**config.mk**
```make
export PLATFORM = sky130hd
export DESIGN_NAME = ber_tlv_tag_scanner_flat
export DESIGN_NICKNAME = d
export VERILOG_FILES = /design/src/hdl/btlv_pkg.sv /design/src/hdl/btlv_if.sv /design/src/hdl/btlv_parse.sv /design/src/hdl/btlv_out_reg.sv /design/src/hdl/ber_tlv_tag_scanner.sv /design/src/flat_wrapper.sv
export SDC_FILE = /design/constraint.sdc
export NUM_CORES = 1
export LEC_CHECK = 0
export BUFFER_PORTS_ARGS = -buffer_cell sky130_fd_sc_hd__buf_2
export CORE_MARGIN = 1
export CORE_UTILIZATION = 53
export DETAILED_ROUTE_END_ITERATION = 16
export GPL_TIMING_DRIVEN = 0
export PLACE_DENSITY_LB_ADDON = 0.08
export RECOVER_POWER = 25
export SKIP_LAST_GASP = 1
export SYNTH_ARGS = -nofsm -noshare
export SYNTH_HDL_FRONTEND = slang
export SYNTH_SLANG_ARGS = --single-unit
```
**constraint.sdc**
```tcl
create_clock -name clk -period 4.7 [get_ports clk]
set_input_delay 0 -clock clk [delete_from_list [all_inputs] [get_ports clk]]
set_output_delay 0 -clock clk [all_outputs]
set_load 0.02 [all_outputs]
```
**src/hdl/btlv_pkg.sv**
```systemverilog
`timescale 1ns / 1ps
`default_nettype none

package btlv_pkg;

  localparam logic [1:0] ST_FOUND     = 2'd0;
  localparam logic [1:0] ST_NOT_FOUND = 2'd1;
  localparam logic [1:0] ST_TRUNC     = 2'd2;
  localparam logic [1:0] ST_LONGLEN   = 2'd3;

  typedef struct packed {
    logic        element_done;
    logic [15:0] elem_tag;
    logic [15:0] elem_length;
    logic [15:0] elem_offset;
    logic        elem_match;
    logic        end_done;
    logic [1:0]  end_status;
  } btlv_result_t;

endpackage

`default_nettype wire

```
**src/hdl/btlv_if.sv**
```systemverilog
`timescale 1ns / 1ps
`default_nettype none

// Byte stream channel.
interface btlv_byte_if;
  logic       valid;
  logic       ready;
  logic [7:0] data_byte;
  logic       last_byte;

  modport source (output valid, output data_byte, output last_byte, input ready);
  modport sink   (input valid, input data_byte, input last_byte, output ready);
endinterface

// Element / status result channel.
interface btlv_result_if;
  logic        valid;
  logic        ready;
  logic        element_done;
  logic [15:0] elem_tag;
  logic [15:0] elem_length;
  logic [15:0] elem_offset;
  logic        elem_match;
  logic        end_done;
  logic [1:0]  end_status;

  modport source (output valid, output element_done, output elem_tag, output elem_length,
                  output elem_offset, output elem_match, output end_done,
                  output end_status, input ready);
  modport sink   (input valid, input element_done, input elem_tag, input elem_length,
                  input elem_offset, input elem_match, input end_done,
                  input end_status, output ready);
endinterface

`default_nettype wire

```
**src/hdl/btlv_parse.sv**
```systemverilog
`timescale 1ns / 1ps
`default_nettype none

// Parser state and the single-byte update step.
module btlv_parse
  import btlv_pkg::*;
#(
  parameter int BUFFER_BYTES = 65536
) (
  input  wire logic         clk,
  input  wire logic         rst,
  input  wire logic         cfg_write,
  input  wire logic [15:0]  cfg_data,
  input  wire logic         step,
  input  wire logic [7:0]   data_byte,
  input  wire logic         last_byte,
  output logic              res_valid,
  output btlv_result_t      res
);

  typedef enum logic [2:0] {
    PH_PAD   = 3'd0,
    PH_TAG   = 3'd1,
    PH_LEN0  = 3'd2,
    PH_LENX  = 3'd3,
    PH_VALUE = 3'd4,
    PH_HALT  = 3'd5
  } phase_t;

  localparam logic [15:0] LastPos = 16'(BUFFER_BYTES - 1);

  logic [15:0] search_tag;
  phase_t      phase, phase_next;
  logic [15:0] tag_value, tag_value_next;
  logic [1:0]  tag_cnt, tag_cnt_next;
  logic [15:0] length_value, length_value_next;
  logic [1:0]  len_left, len_left_next;
  logic [15:0] value_left, value_left_next;
  logic [15:0] byte_pos, byte_pos_next;
  logic [15:0] value_start, value_start_next;
  logic        found, found_next;

  logic [15:0] pos_inc;
  logic [15:0] tag_shift;
  logic [1:0]  tag_cnt_sat;
  logic        known;
  logic        done;
  logic        match;
  logic [1:0]  status;

  always_comb begin
    pos_inc     = (byte_pos == LastPos) ? 16'd0 : byte_pos + 16'd1;
    tag_shift   = {tag_value[7:0], data_byte};
    tag_cnt_sat = (tag_cnt == 2'd3) ? 2'd3 : tag_cnt + 2'd1;

    phase_next        = phase;
    tag_value_next    = tag_value;
    tag_cnt_next      = tag_cnt;
    length_value_next = length_value;
    len_left_next     = len_left;
    value_left_next   = value_left;
    value_start_next  = value_start;
    known             = 1'b0;
    done              = 1'b0;

    unique case (phase)
      PH_PAD: begin
        if (data_byte != 8'h00) begin
          tag_value_next = {8'h00, data_byte};
          tag_cnt_next   = 2'd1;
          phase_next     = (data_byte[4:0] == 5'h1f) ? PH_TAG : PH_LEN0;
        end
      end
      PH_TAG: begin
        tag_cnt_next   = tag_cnt_sat;
        tag_value_next = tag_shift;
        if (!data_byte[7]) begin
          phase_next = PH_LEN0;
          if (tag_cnt_sat > 2'd2) tag_value_next = 16'd0;
        end
      end
      PH_LEN0: begin
        if (data_byte[7]) begin
          if (data_byte[6:0] > 7'd2) begin
            phase_next = PH_HALT;
          end else if (data_byte[6:0] == 7'd0) begin
            length_value_next = 16'd0;
            known             = 1'b1;
          end else begin
            length_value_next = 16'd0;
            len_left_next     = data_byte[1:0];
            phase_next        = PH_LENX;
          end
        end else begin
          length_value_next = {8'h00, data_byte};
          known             = 1'b1;
        end
      end
      PH_LENX: begin
        length_value_next = {length_value[7:0], data_byte};
        len_left_next     = len_left - 2'd1;
        if (len_left_next == 2'd0) known = 1'b1;
      end
      PH_VALUE: begin
        value_left_next = value_left - 16'd1;
        if (value_left_next == 16'd0) begin
          phase_next = PH_PAD;
          done       = 1'b1;
        end
      end
      PH_HALT: begin
        phase_next = PH_HALT;
      end
      default: begin
        phase_next = PH_PAD;
      end
    endcase

    if (known) begin
      value_start_next = pos_inc;
      if (length_value_next == 16'd0) begin
        phase_next = PH_PAD;
        done       = 1'b1;
      end else begin
        value_left_next = length_value_next;
        phase_next      = PH_VALUE;
      end
    end

    match      = done && (search_tag != 16'd0) && (tag_value_next == search_tag);
    found_next = found | match;

    if (found_next)              status = ST_FOUND;
    else if (phase_next == PH_HALT) status = ST_LONGLEN;
    else if (phase_next != PH_PAD)  status = ST_TRUNC;
    else                         status = ST_NOT_FOUND;

    res_valid        = done | last_byte;
    res.element_done = done;
    res.elem_tag     = done ? tag_value_next : 16'd0;
    res.elem_length  = done ? length_value_next : 16'd0;
    res.elem_offset  = done ? value_start_next : 16'd0;
    res.elem_match   = match;
    res.end_done     = last_byte;
    res.end_status   = last_byte ? status : ST_FOUND;

    byte_pos_next = pos_inc;
    if (last_byte) begin
      // buffer ends: parse state returns to its idle values
      phase_next        = PH_PAD;
      tag_value_next    = 16'd0;
      tag_cnt_next      = 2'd0;
      length_value_next = 16'd0;
      len_left_next     = 2'd0;
      value_left_next   = 16'd0;
      value_start_next  = 16'd0;
      found_next        = 1'b0;
      byte_pos_next     = 16'd0;
    end
  end

  always_ff @(posedge clk) begin
    if (rst) begin
      search_tag   <= 16'd0;
      phase        <= PH_PAD;
      tag_value    <= 16'd0;
      tag_cnt      <= 2'd0;
      length_value <= 16'd0;
      len_left     <= 2'd0;
      value_left   <= 16'd0;
      byte_pos     <= 16'd0;
      value_start  <= 16'd0;
      found        <= 1'b0;
    end else begin
      if (cfg_write) search_tag <= cfg_data;
      if (step) begin
        phase        <= phase_next;
        tag_value    <= tag_value_next;
        tag_cnt      <= tag_cnt_next;
        length_value <= length_value_next;
        len_left     <= len_left_next;
        value_left   <= value_left_next;
        byte_pos     <= byte_pos_next;
        value_start  <= value_start_next;
        found        <= found_next;
      end
    end
  end

endmodule

`default_nettype wire

```
**src/hdl/btlv_out_reg.sv**
```systemverilog
`timescale 1ns / 1ps
`default_nettype none

// Result register: holds one result until the sink takes it.
module btlv_out_reg
  import btlv_pkg::*;
(
  input  wire logic          clk,
  input  wire logic          rst,
  input  wire logic          load,
  input  wire btlv_result_t  load_data,
  input  wire logic          take,
  output logic               valid,
  output btlv_result_t       data
);

  always_ff @(posedge clk) begin
    if (rst) begin
      valid <= 1'b0;
    end else if (load) begin
      valid <= 1'b1;
    end else if (take) begin
      valid <= 1'b0;
    end
  end

  always_ff @(posedge clk) begin
    if (load) data <= load_data;
  end

endmodule

`default_nettype wire

```
**src/hdl/ber_tlv_tag_scanner.sv**
```systemverilog
`timescale 1ns / 1ps
`default_nettype none

// Channel   Dir  Payload                                        Handshake
// data      in   data_byte[7:0], last_byte                     valid/ready
// result    out  element_done, elem_tag, elem_length,          valid/ready
//                elem_offset, elem_match, end_done, end_status
// cfg       in   cfg_data[15:0] (search tag)                   cfg_write strobe
//
// One byte per cycle while data.ready is high: each transfer on data updates
// the parser state in the same cycle and, when it yields a result, loads the
// result register, which shows it on result in the cycle after the transfer.
// data.ready is high whenever the result register is empty or being drained,
// so a stalled result sink stalls the byte stream and nothing else.
// rst is synchronous; after it (and after every last_byte) the parser waits
// for the first tag of a new buffer. search_tag resets to 0 (matching off).

module ber_tlv_tag_scanner
  import btlv_pkg::*;
#(
  parameter int BUFFER_BYTES = 65536
) (
  input  wire logic        clk,
  input  wire logic        rst,
  input  wire logic        cfg_write,
  input  wire logic [15:0] cfg_data,
  btlv_byte_if.sink        data,
  btlv_result_if.source    result
);

  btlv_result_t step_res;
  btlv_result_t held;
  logic         step_valid;
  logic         step;
  logic         out_valid;

  // Accept a byte whenever the result register is free this cycle.
  assign data.ready = !out_valid || result.ready;
  assign step       = data.valid && data.ready;

  btlv_parse #(
    .BUFFER_BYTES(BUFFER_BYTES)
  ) u_parse (
    .clk       (clk),
    .rst       (rst),
    .cfg_write (cfg_write),
    .cfg_data  (cfg_data),
    .step      (step),
    .data_byte (data.data_byte),
    .last_byte (data.last_byte),
    .res_valid (step_valid),
    .res       (step_res)
  );

  // Most bytes (padding, tag, value bytes) produce no result.
  btlv_out_reg u_out (
    .clk       (clk),
    .rst       (rst),
    .load      (step && step_valid),
    .load_data (step_res),
    .take      (result.ready),
    .valid     (out_valid),
    .data      (held)
  );

  assign result.valid        = out_valid;
  assign result.element_done = held.element_done;
  assign result.elem_tag     = held.elem_tag;
  assign result.elem_length  = held.elem_length;
  assign result.elem_offset  = held.elem_offset;
  assign result.elem_match   = held.elem_match;
  assign result.end_done     = held.end_done;
  assign result.end_status   = held.end_status;

endmodule

`default_nettype wire

```
**src/flat_wrapper.sv**
```systemverilog
// flat-port wrapper written by rule: the top's interface ports become plain ports
module ber_tlv_tag_scanner_flat import btlv_pkg::*;
#(
  parameter int BUFFER_BYTES = 65536
)
  (clk, rst, cfg_write, cfg_data, data_valid, data_data_byte, data_last_byte, data_ready, result_valid, result_element_done, result_elem_tag, result_elem_length, result_elem_offset, result_elem_match, result_end_done, result_end_status, result_ready);
  btlv_byte_if data_i ();
  btlv_result_if result_i ();
  input  wire logic clk;
  input  wire logic rst;
  input  wire logic cfg_write;
  input  wire logic [15:0] cfg_data;
  input wire logic [$bits(data_i.valid)-1:0] data_valid;
  input wire logic [$bits(data_i.data_byte)-1:0] data_data_byte;
  input wire logic [$bits(data_i.last_byte)-1:0] data_last_byte;
  output wire logic [$bits(data_i.ready)-1:0] data_ready;
  output wire logic [$bits(result_i.valid)-1:0] result_valid;
  output wire logic [$bits(result_i.element_done)-1:0] result_element_done;
  output wire logic [$bits(result_i.elem_tag)-1:0] result_elem_tag;
  output wire logic [$bits(result_i.elem_length)-1:0] result_elem_length;
  output wire logic [$bits(result_i.elem_offset)-1:0] result_elem_offset;
  output wire logic [$bits(result_i.elem_match)-1:0] result_elem_match;
  output wire logic [$bits(result_i.end_done)-1:0] result_end_done;
  output wire logic [$bits(result_i.end_status)-1:0] result_end_status;
  input wire logic [$bits(result_i.ready)-1:0] result_ready;
  assign data_i.valid = data_valid;
  assign data_i.data_byte = data_data_byte;
  assign data_i.last_byte = data_last_byte;
  assign data_ready = data_i.ready;
  assign result_valid = result_i.valid;
  assign result_element_done = result_i.element_done;
  assign result_elem_tag = result_i.elem_tag;
  assign result_elem_length = result_i.elem_length;
  assign result_elem_offset = result_i.elem_offset;
  assign result_elem_match = result_i.elem_match;
  assign result_end_done = result_i.end_done;
  assign result_end_status = result_i.end_status;
  assign result_i.ready = result_ready;
  ber_tlv_tag_scanner #(.BUFFER_BYTES(BUFFER_BYTES)) u_core (.clk(clk), .rst(rst), .cfg_write(cfg_write), .cfg_data(cfg_data), .data(data_i), .result(result_i));
endmodule
```
Yosys cells after proc, flatten, opt, wreduce, memory -nomap -nowiden
Index checks and enable logic that the tools add are counted.

word-level totals
  register bits = 158
  bits of input ports = 30

cells by class
  $add $sub $neg = 4
  $lt $le $gt $ge = 2
  equality and inequality tests = 14
  mux-type cells = 51
  bitwise logic cells = 3
  reduce and logical (&&, ||, !) cells = 20

operator list
  cell                     count
  $mux W16                 15
  $pmux W16 S2             2
  $logic_not A16 Y1        2
  $mux W3                  9
  $mux W2                  10
  $pmux W3 S6              1
  $add A16 B1 Y16 const B  1
  $eq A16 B16 Y1           1
  $eq A16 B16 Y1 const B   1
  $reduce_bool A16 Y1      1
  $sub A16 B1 Y16 const B  1
  $ne A3 B3 Y1 const B     4
  $mux W1                  11
  $eq A3 B3 Y1 const B     3
  $reduce_bool A3 Y1       3
  $pmux W2 S2              2
  $reduce_bool A8 Y1       1
  $gt A7 B2 Y1 const B     1
  $logic_not A7 Y1         1
  $eq A3 B2 Y1 const B     2
  $eq A5 B5 Y1 const B     1
  $reduce_and A5 Y1        1
  $logic_and A1 B1 Y1      4
  $eq A3 B1 Y1 const B     1
  other kinds (14)         15

Logic depth before layout (Yosys ltp)
Gate-level depths: netlist of the first run.

  depth after elaboration = 11
  mapped depth = 13

Hierarchy
From an unflattened synthesis of the first run, not the netlist that was laid out.

second synthesis, totals
  cells, all modules = 947
  area total of the unflattened synthesis = 8191.6 um^2

modules (own cells, without submodules)
  module               instances  cells an instance  area each (um^2)  seq. area each (um^2)
  btlv_parse           1          887                6535.0            2082.0
  btlv_out_reg         1          57                 1630.3            1611.5
  ber_tlv_tag_scanner  1          3                  26.3              0.0

Least setup slack after synthesis of the first run
No wires, ideal clock.

  path kind = register -> register
  from = reg u_core.u_parse.value_left[0]
  to = reg u_core.u_out.data[0] (netlist name) (enable)
  library setup time = 0.481 ns
  arrival = 4.634 ns
  setup slack = -0.415 ns
  cell stages (with the launch flop) = 12
  buffers on the path = 3
  clock period less this slack = 5.115 ns
  cell sequence = dfxtp_1 inv_1 ha_1 clkbuf_1 nand4bb_1 a21oi_1 nor2b_1 or3_1 and2_1 clkbuf_1 buf_2 a21oi_1

between the ends
  longest elaborated chain between the ends = 8

ends and longest elaborated chain
  what                     line                       text
  start, declared          btlv_parse.sv:38           logic [15:0] value_left, value_left_next;
  start signal, assigned   btlv_parse.sv:182          value_left <= value_left_next;
  $sub A16 B1 Y16 (*)      btlv_parse.sv:105          value_left_next = value_left - 16'd1;
  $logic_not A16 Y1 (*)    btlv_parse.sv:106          if (value_left_next == 16'd0) begin
  $mux W1 (*)              btlv_parse.sv:106
  $mux W1 (*)              btlv_parse.sv:66           unique case (phase)
  $mux W1                  btlv_parse.sv:121          if (length_value_next == 16'd0) begin
  $mux W1 (*)              btlv_parse.sv:119          if (known) begin
  $or A1 B1 Y1 (*)         btlv_parse.sv:138          res_valid = done | last_byte;
  $logic_and A1 B1 Y1 (*)  ber_tlv_tag_scanner.sv:59  .load (step && step_valid),
  via u_core.u_out.load    btlv_out_reg.sv:10         input wire logic load,
  end signal, assigned     btlv_out_reg.sv:28         if (load) data <= load_data;
  end, declared            btlv_out_reg.sv:14         output btlv_result_t data

Mark *: on every way through the listed nets, which the timed path passes. The rest lies on a longest branch.
A chain may end at the register's enable or synchronous reset.

Worst setup path in the final report of the first run
  from = reg u_core.u_parse.phase[2]
  to = reg u_core.u_out.data[28] (netlist name) (enable)

between the ends
  longest elaborated chain between the ends = 7
  elaborated cells on any way between the ends = 11

ends and longest elaborated chain
  what                     line                       text
  start, declared          btlv_parse.sv:33           phase_t phase, phase_next;
  start signal, assigned   btlv_parse.sv:177          phase <= phase_next;
  $eq A3 B2 Y1             btlv_parse.sv:66
  $pmux W16 S2             btlv_parse.sv:66
  $logic_not A16 Y1        btlv_parse.sv:121
  $mux W1                  btlv_parse.sv:121
  $mux W1 (*)              btlv_parse.sv:119
  $or A1 B1 Y1 (*)         btlv_parse.sv:138
  $logic_and A1 B1 Y1 (*)  ber_tlv_tag_scanner.sv:59
  via u_core.u_out.load    btlv_out_reg.sv:10

Marked as above.

==> results of run 1 <==
## routing by layer
layer,vias to the layer above,share of wire (%)
met5,-,0
met3,46,8.0
met4,0,2.8
li1,3581,-
met1,3506,45
met2,346,45
## synthesized netlist by cell type, types with 4 or more instances
master     number  area share [%]
a211oi_1        7            0.66
a21o_1          7            0.66
a21oi_1        81             5.1
a22o_1         10             1.1
a22oi_1        34             3.2
a2bb2oi_1       9            0.99
a31o_2          4            0.44
a31oi_1         8            0.63
a32oi_1         7            0.77
and2_1         13             1.0
and3_1         10            0.79
buf_1           6            0.28
buf_2           8            0.50
buf_4           5            0.47
clkbuf_1       41             1.9
dfxtp_1       105              26
edfxtp_1       53              20
ha_1            4            0.63
inv_1          13            0.61
mux2i_1        22             2.8
nand2_1        39             1.8
nand2b_1        7            0.55
nand3_1        21             1.3
nand3b_1        9            0.85
nand4_1        18             1.4
nor2_1        188             8.9
nor2b_1         6            0.47
nor3_1         26             1.6
nor4_1          8            0.63
o21a_1          6            0.57
o21ai_0        25             1.6
o22ai_1        15             1.2
o31ai_1         4            0.38
or3_1           8            0.63
xnor2_1         8            0.88
xor2_1         10             1.1
## layout make-up
cell class,count,area (sq um),share of cell area (%)
multi-input cells,666,3940,42.2
flip-flops and latches,158,3690,39.6
repair buffers,104,564,6.04
clock buffers,27,526,5.63
plain buffers,62,277,2.96
well taps,184,230,2.47
clock inverters,5,52.6,0.563
inverters,14,52.6,0.563
## what timing repair did
| item | 4_1_cts | 5_1_grt |
|---|---|---|
| endpoints found under the setup margin | 0 | 0 |
| hold buffers | 20 | 0 |
| hold endpoints to repair | 19 | 0 |
## worst max path at each step
| stage | startpoint | to | slack (ns) | cells past startpoint |
|---|---|---|---|---|
| after CTS | u_core.u_parse.phase[2]$_SDFFE_PP0P_ | u_core.u_out.data[29]$_SDFFCE_PN0P_ | 0.96 | 11 |
| final | u_core.u_parse.phase[2]$_SDFFE_PP0P_ | u_core.u_out.data[28]$_SDFFCE_PN0P_ | 0.94 | 11 |
| after global routing | u_core.u_parse.phase[2]$_SDFFE_PP0P_ | u_core.u_out.data[28]$_SDFFCE_PN0P_ | 0.70 | 11 |
| after detailed placement | data_data_byte[2] | u_core.u_out.data[29]$_SDFFCE_PN0P_ | 0.91 | 10 |
| after global placement | data_data_byte[2] | u_core.u_out.data[29]$_SDFFCE_PN0P_ | -0.31 | 9 |
| after floorplan | u_core.u_parse.value_left[0]$_SDFFE_PP0P_ | u_core.u_out.data[0]$_SDFFCE_PP0P_ | 0.78 | 11 |
## sequential cells by signal, summed over array words and instances, names as in the netlist, 3 cells and up
signal / cells
u_core.u_parse.length_value: 16
u_core.u_parse.value_left: 16
u_core.u_parse.value_start: 16
u_core.u_parse.phase: 3
u_core.u_parse.tag_value: 16
u_core.u_parse.search_tag: 16
u_core.u_parse.byte_pos: 16
u_core.u_out.data: 53
## kinds of logic (layout without fill, tap and decap cells)
| family | count (synthesis) | after routing |
|---|---|---|
| buffers and inverters | 76 | 212 |
| xor gates and xnor gates | 18 | 18 |
| muxes | 23 | 23 |
| adders and majority gates | 4 | 4 |
| and+or+nand+nor | 375 | 375 |
| DFF | 158 | 158 |
| AOI/OAI and AO/OA | 246 | 246 |
## tightest hold or removal path, cell delays in order
cell and delay [ns]:
clkbuf_1 0.23, mux2i_1 0.18, nor2_1 0.07
## layout by cell type (no fill, tap or decap), types with 13 or more instances in the layout
cell	Yosys	final
o21ai_0	25	25
inv_1	13	13
a22oi_1	34	34
a21oi_1	81	80
nor3_1	26	26
nand3_1	21	21
dfxtp_1	105	105
nor2_1	188	188
and2_1	13	13
nand4_1	18	18
clkbuf_1	41	105
buf_2	8	34
clkbuf_16	0	19
dlygate4sd3_1	0	20
mux2i_1	22	22
nand2_1	39	39
o22ai_1	15	15
edfxtp_1	53	53
## per-stage QoR
| step | util (%) | TNS, ns |
|---|---|---|
| after global placement | 59.0 | -16.21 |
| after detailed placement | 59.2 | 0 |
| final | 64.0 | 0 |
| after floorplan | - | 0 |
| after global routing | 64.0 | 0 |
| after CTS | 64.5 | 0 |
## where the power goes
group	leakage [nW]	switching, mW	internal [mW]
Clock	0.286	0.556	0.821
Sequential	1.36	0.0235	1.45
Combinational	1.55	0.246	0.116
==> qor.yml, run 1 <==
path_class: "reg2reg"
final_area_sq_um: 9340
max_freq_ghz: 0.266
min_path_type: "in2reg"
port-buffer-count: 83
power_mw: 3.21
ys_warn_count: 0
hold_violations: 0
dieArea_sq_um: 15500
grt_max_degree: 31
fin_ws_ns: 0.940
ir_worst_vdd_v: 0.000265
critPathBufInv: 4
crit_top_cell: "buf_2"
met1_usage_pct: 42.6
maxSlewHeadroom_pct: 41.4
postRouteAntennaNets: 0
setup_violations: 0
min_from: "cfg_write"
start_util_pct: 54.5
crit_required_ns: 4.82
cts_tree: "yes"
finalClockSkew_ns: 0.00838
grt_pass1_vias: 6938
finalWirelength_mm: 23.5
r2r_slack_ns: 0.94
layout-drive-gt1-share_pct: 8.30
area_growth_pct: 17.4
critPathArrivalTime_ns: 3.88
synth.net_count: 934
die_w_um: 125
start_kind: "flip-flop"
drt_first_pass_iters: 6
top_usage_layer: "met2"
post_synth_and_or_nand_nor_area_fraction_pct: 23.1
synth-adder-area-share_pct: 0.629
synth_top_family_by_area: "simple AND/OR/NAND/NOR gates"
root_buffer: "clkbuf_16"
cts_setup_buffers: 0
synth.avg_cell_area_sq_um: 8.84
use_met2_pct: 45.6
holdPathStages: 3
place_congestion: 0.906
crit_fanout: 30
cap_violations: 0
power_per_cell_area_nw_per_um2: 344
fin_crit_ns: 3.76
rows: 44
leakage_nw: 3.20
grt_overflow: 0
synth.mux.area_fraction_pct: 2.91
place_hpwl_mm: 16.2
final_cells: 1220
ioPinCount: 85
die_y_um: 125
wl_per_cell_um: 19.3
seq_area_frac_synth_pct: 46.4
cts.clk_slew.worst_paths_ns: 0.06
synth-edff-count: 53
ys_types: 71
fillers: 1296
max_stage_delay_ns: 0.73
grt_use_total_pct: 30.5
vias: 7479
dp_cells: 1168
holdPathEnd: "u_core.u_parse.search_tag[0]$_SDFFE_PP0P_"
met3_usage_pct: 5.58
ys_ff_latch: 158
insertion_delay_ns: 0.43
placed_area_sq_um: 8630
hold_slack_ns: 0.0891
cts-htree-levels: 4
cts-resized-gates: 0
worst_pin_slew_ns: 0.877
drc: 0
cts_buffers: 17
rr_worst_depth: 11
via_per_inst: 6.13
coreArea_sq_um: 14600
antenna_found_initial: 0
synth_area_sq_um: 7950
cts.sinks: 158
synthXorXnorAreaFrac_pct: 1.98
grt_pass1_wl_mm: 37.1
cts_buffer_depth: 2
crit_path_cell_trace: "nand2b_1 > buf_2 > nor2_1 > o32ai_1 > nor3_1 > nand2_1 > and2_1 > clkbuf_1 > buf_2 > a21oi_4 > buf_12"
diodes: 0
dp_slack_ns: 0.907
drt-initial-drc-count: 656
r2r-end: "u_core.u_out.data[28]$_SDFFCE_PN0P_"
nNetsFinal: 1057
synth_cells: 900
synth-compound-area-share_pct: 20.8
period_share_pct: 80.0
crit_path_end_kind: "flip-flop"
cp_slowest_cell: "a21oi_4"
rsz0062_at_grt: "false"
synthFlopType: "dfxtp_1"
path_delay_family: "simple AND/OR/NAND/NOR gates"
status: "complete, no violations"
synth-async-reset-ratio_pct: 0
drv_slew: 0
r2r_start: "u_core.u_parse.phase[2]$_SDFFE_PP0P_"
Power figures use the tool's default switching activity.
==> inputs of run 2 (changes only) <==
--- a/config.mk
+++ b/config.mk
@@ -7,7 +7,7 @@
 export LEC_CHECK = 0
 export BUFFER_PORTS_ARGS = -buffer_cell sky130_fd_sc_hd__buf_2
 export CORE_MARGIN = 1
-export CORE_UTILIZATION = 53
+export CORE_UTILIZATION = 55
 export DETAILED_ROUTE_END_ITERATION = 16
 export GPL_TIMING_DRIVEN = 0
 export PLACE_DENSITY_LB_ADDON = 0.08
==> constraint.sdc (replaced) <==
create_clock -name clk -period 3.7 [get_ports clk]
set_input_delay 0 -clock clk [delete_from_list [all_inputs] [get_ports clk]]
set_output_delay 0 -clock clk [all_outputs]
set_load 0.02 [all_outputs]
==> qor.yml, run 2 (synthesized netlist as in run 1, its figures left out) <==
period_share_pct: 97.2
start_util_pct: 56.9
antenna_found_initial: 0
post-route-util_pct: 66.9
drc: 0
largest_register: "u_core.u_out.data"
hold_violations: 0
cts_tree: "yes"
start_kind: "flip-flop"
power_mw: 4.08
vias: 7506
insertion_delay_ns: 0.43
leakage_nw: 3.19
placed_area_sq_um: 8630
coreArea_sq_um: 14000
max_stage_delay_ns: 0.79
rows: 43
multi_input_area_sq_um: 3950
startpoint: "u_core.u_parse.phase[1]$_SDFFE_PP0P_"
grt_pass1_wl_mm: 36.3
nNetsFinal: 1059
largest_reg_flops: 53
drv_slew: 0
path_delay_family: "simple AND/OR/NAND/NOR gates"
setup-tns-final_ns: 0
place_congestion: 0.949
regArea_sq_um: 3690
maxSlewHeadroom_pct: 36.4
layout_common_cells: "nor2_1 (187), dfxtp_1 (105), clkbuf_1 (103), a21oi_1 (80), edfxtp_1 (53)"
cap_violations: 0
port-buffer-count: 83
cts.sinks: 158
root_buffer: "clkbuf_16"
final_area_sq_um: 9360
critPathArrivalTime_ns: 3.65
cts_buffers: 17
area_growth_pct: 17.6
grt_overflow: 0
layout_commonest_cell: "nor2_1"
ioPinCount: 85
setup_violations: 0
path_class: "reg2reg"
cts_buffer_depth: 2
fin_ws_ns: 0.102
wl_per_cell_um: 18.9
crit_fanout: 12
ir_worst_vdd_v: 0.000283
grt_pass1_vias: 6795
crit_required_ns: 3.75
fin_crit_ns: 3.60
dp_slack_ns: -0.107
rsz0062_at_grt: "true"
critPathBufInv: 3
drt_first_pass_iters: 5
drt-initial-drc-count: 810
cp_slowest_cell: "a21oi_2"
diodes: 0
power_per_cell_area_nw_per_um2: 436
place_hpwl_mm: 16.0
min_path_type: "in2reg"
crit_path_cell_trace: "buf_4 > nor3b_1 > and3_1 > o21ai_0 > nor3_1 > nand2_1 > and2_1 > clkbuf_1 > buf_2 > a21oi_2"
crit_path_end_kind: "flip-flop"
die_y_um: 122
via_per_inst: 6.16
cts.clk_slew.worst_paths_ns: 0.06
fillers: 1239
layout-drive-gt1-share_pct: 8.67
die_w_um: 122
dieArea_sq_um: 14900
grt_max_degree: 31
cts-htree-levels: 4
postRouteAntennaNets: 0
finalClockSkew_ns: 0.00962
worst_pin_slew_ns: 0.955
min_from: "cfg_write"
max_freq_ghz: 0.278
r2r_start: "u_core.u_parse.phase[1]$_SDFFE_PP0P_"
status: "complete, no violations"
grt_use_total_pct: 32.2
finalWirelength_mm: 23.0
==> run 2: power by group <==
group	internal, mW	total [mW]	switching [mW]
registers	1.84	1.87	0.0308
logic	0.149	0.460	0.311
clock network	1.06	1.75	0.695
==> run 2: worst paths after layout <==
check / endpoint / depth (start not counted) / slack (ns)
worst max register to register: u_core.u_out.data[49]$_SDFFCE_PN0P_ / 10 / 0.10
worst min register to register: u_core.u_parse.value_start[15]$_SDFFE_PP0P_ / 2 / 0.48
worst min-delay path: u_core.u_parse.search_tag[2]$_SDFFE_PP0P_ / 3 / 0.07
worst max-delay path: u_core.u_out.data[49]$_SDFFCE_PN0P_ / 10 / 0.10
==> run 2: metal layers <==
layer | track usage, % | part of all wire (%)
met2 | 49.3 | 45
met4 | 13.9 | 2.7
met5 | 0 | 0
met1 | 45.2 | 44
met3 | 4.60 | 8.5
==> run 2: per-stage QoR <==
step	instances	hold WS (ns)
after floorplan	900	0.0989
after global placement	1163	0.204
after detailed placement	1164	0.210
after CTS	1217	0.0667
after global routing	1218	0.0943
final	1218	0.0736
==> run 2: cell type report <==
class                           instances  area share (%)
Multi-Input combinational cell        667            42.3
Sequential cell                       158            39.5
Timing Repair Buffer                  105            6.11
Clock buffer                           21            4.71
Buffer                                 62            2.96
Tap cell                              180            2.41
Clock inverter                         11            1.52
Inverter                               14           0.562
==> run 2: timing repair <==
item                                    in CTS  in global routing
cloned                                       1                  0
hold buffers                                20                  0
setup buffers                                0                  1
gates resized for setup                      0                  1
pin swaps                                    1                  0
endpoints found under the hold margin       19                  0
endpoints found under the setup margin      30                 42
==> run 2: worst register-to-register path, cell delays in order (launching register included) <==
cell and delay (ns):
dfxtp_1 0.31, buf_4 0.16, nor3b_1 0.38, and3_1 0.20, o21ai_0 0.25, nor3_1 0.33
nand2_1 0.21, and2_1 0.24, clkbuf_1 0.11, buf_2 0.23, a21oi_2 0.80
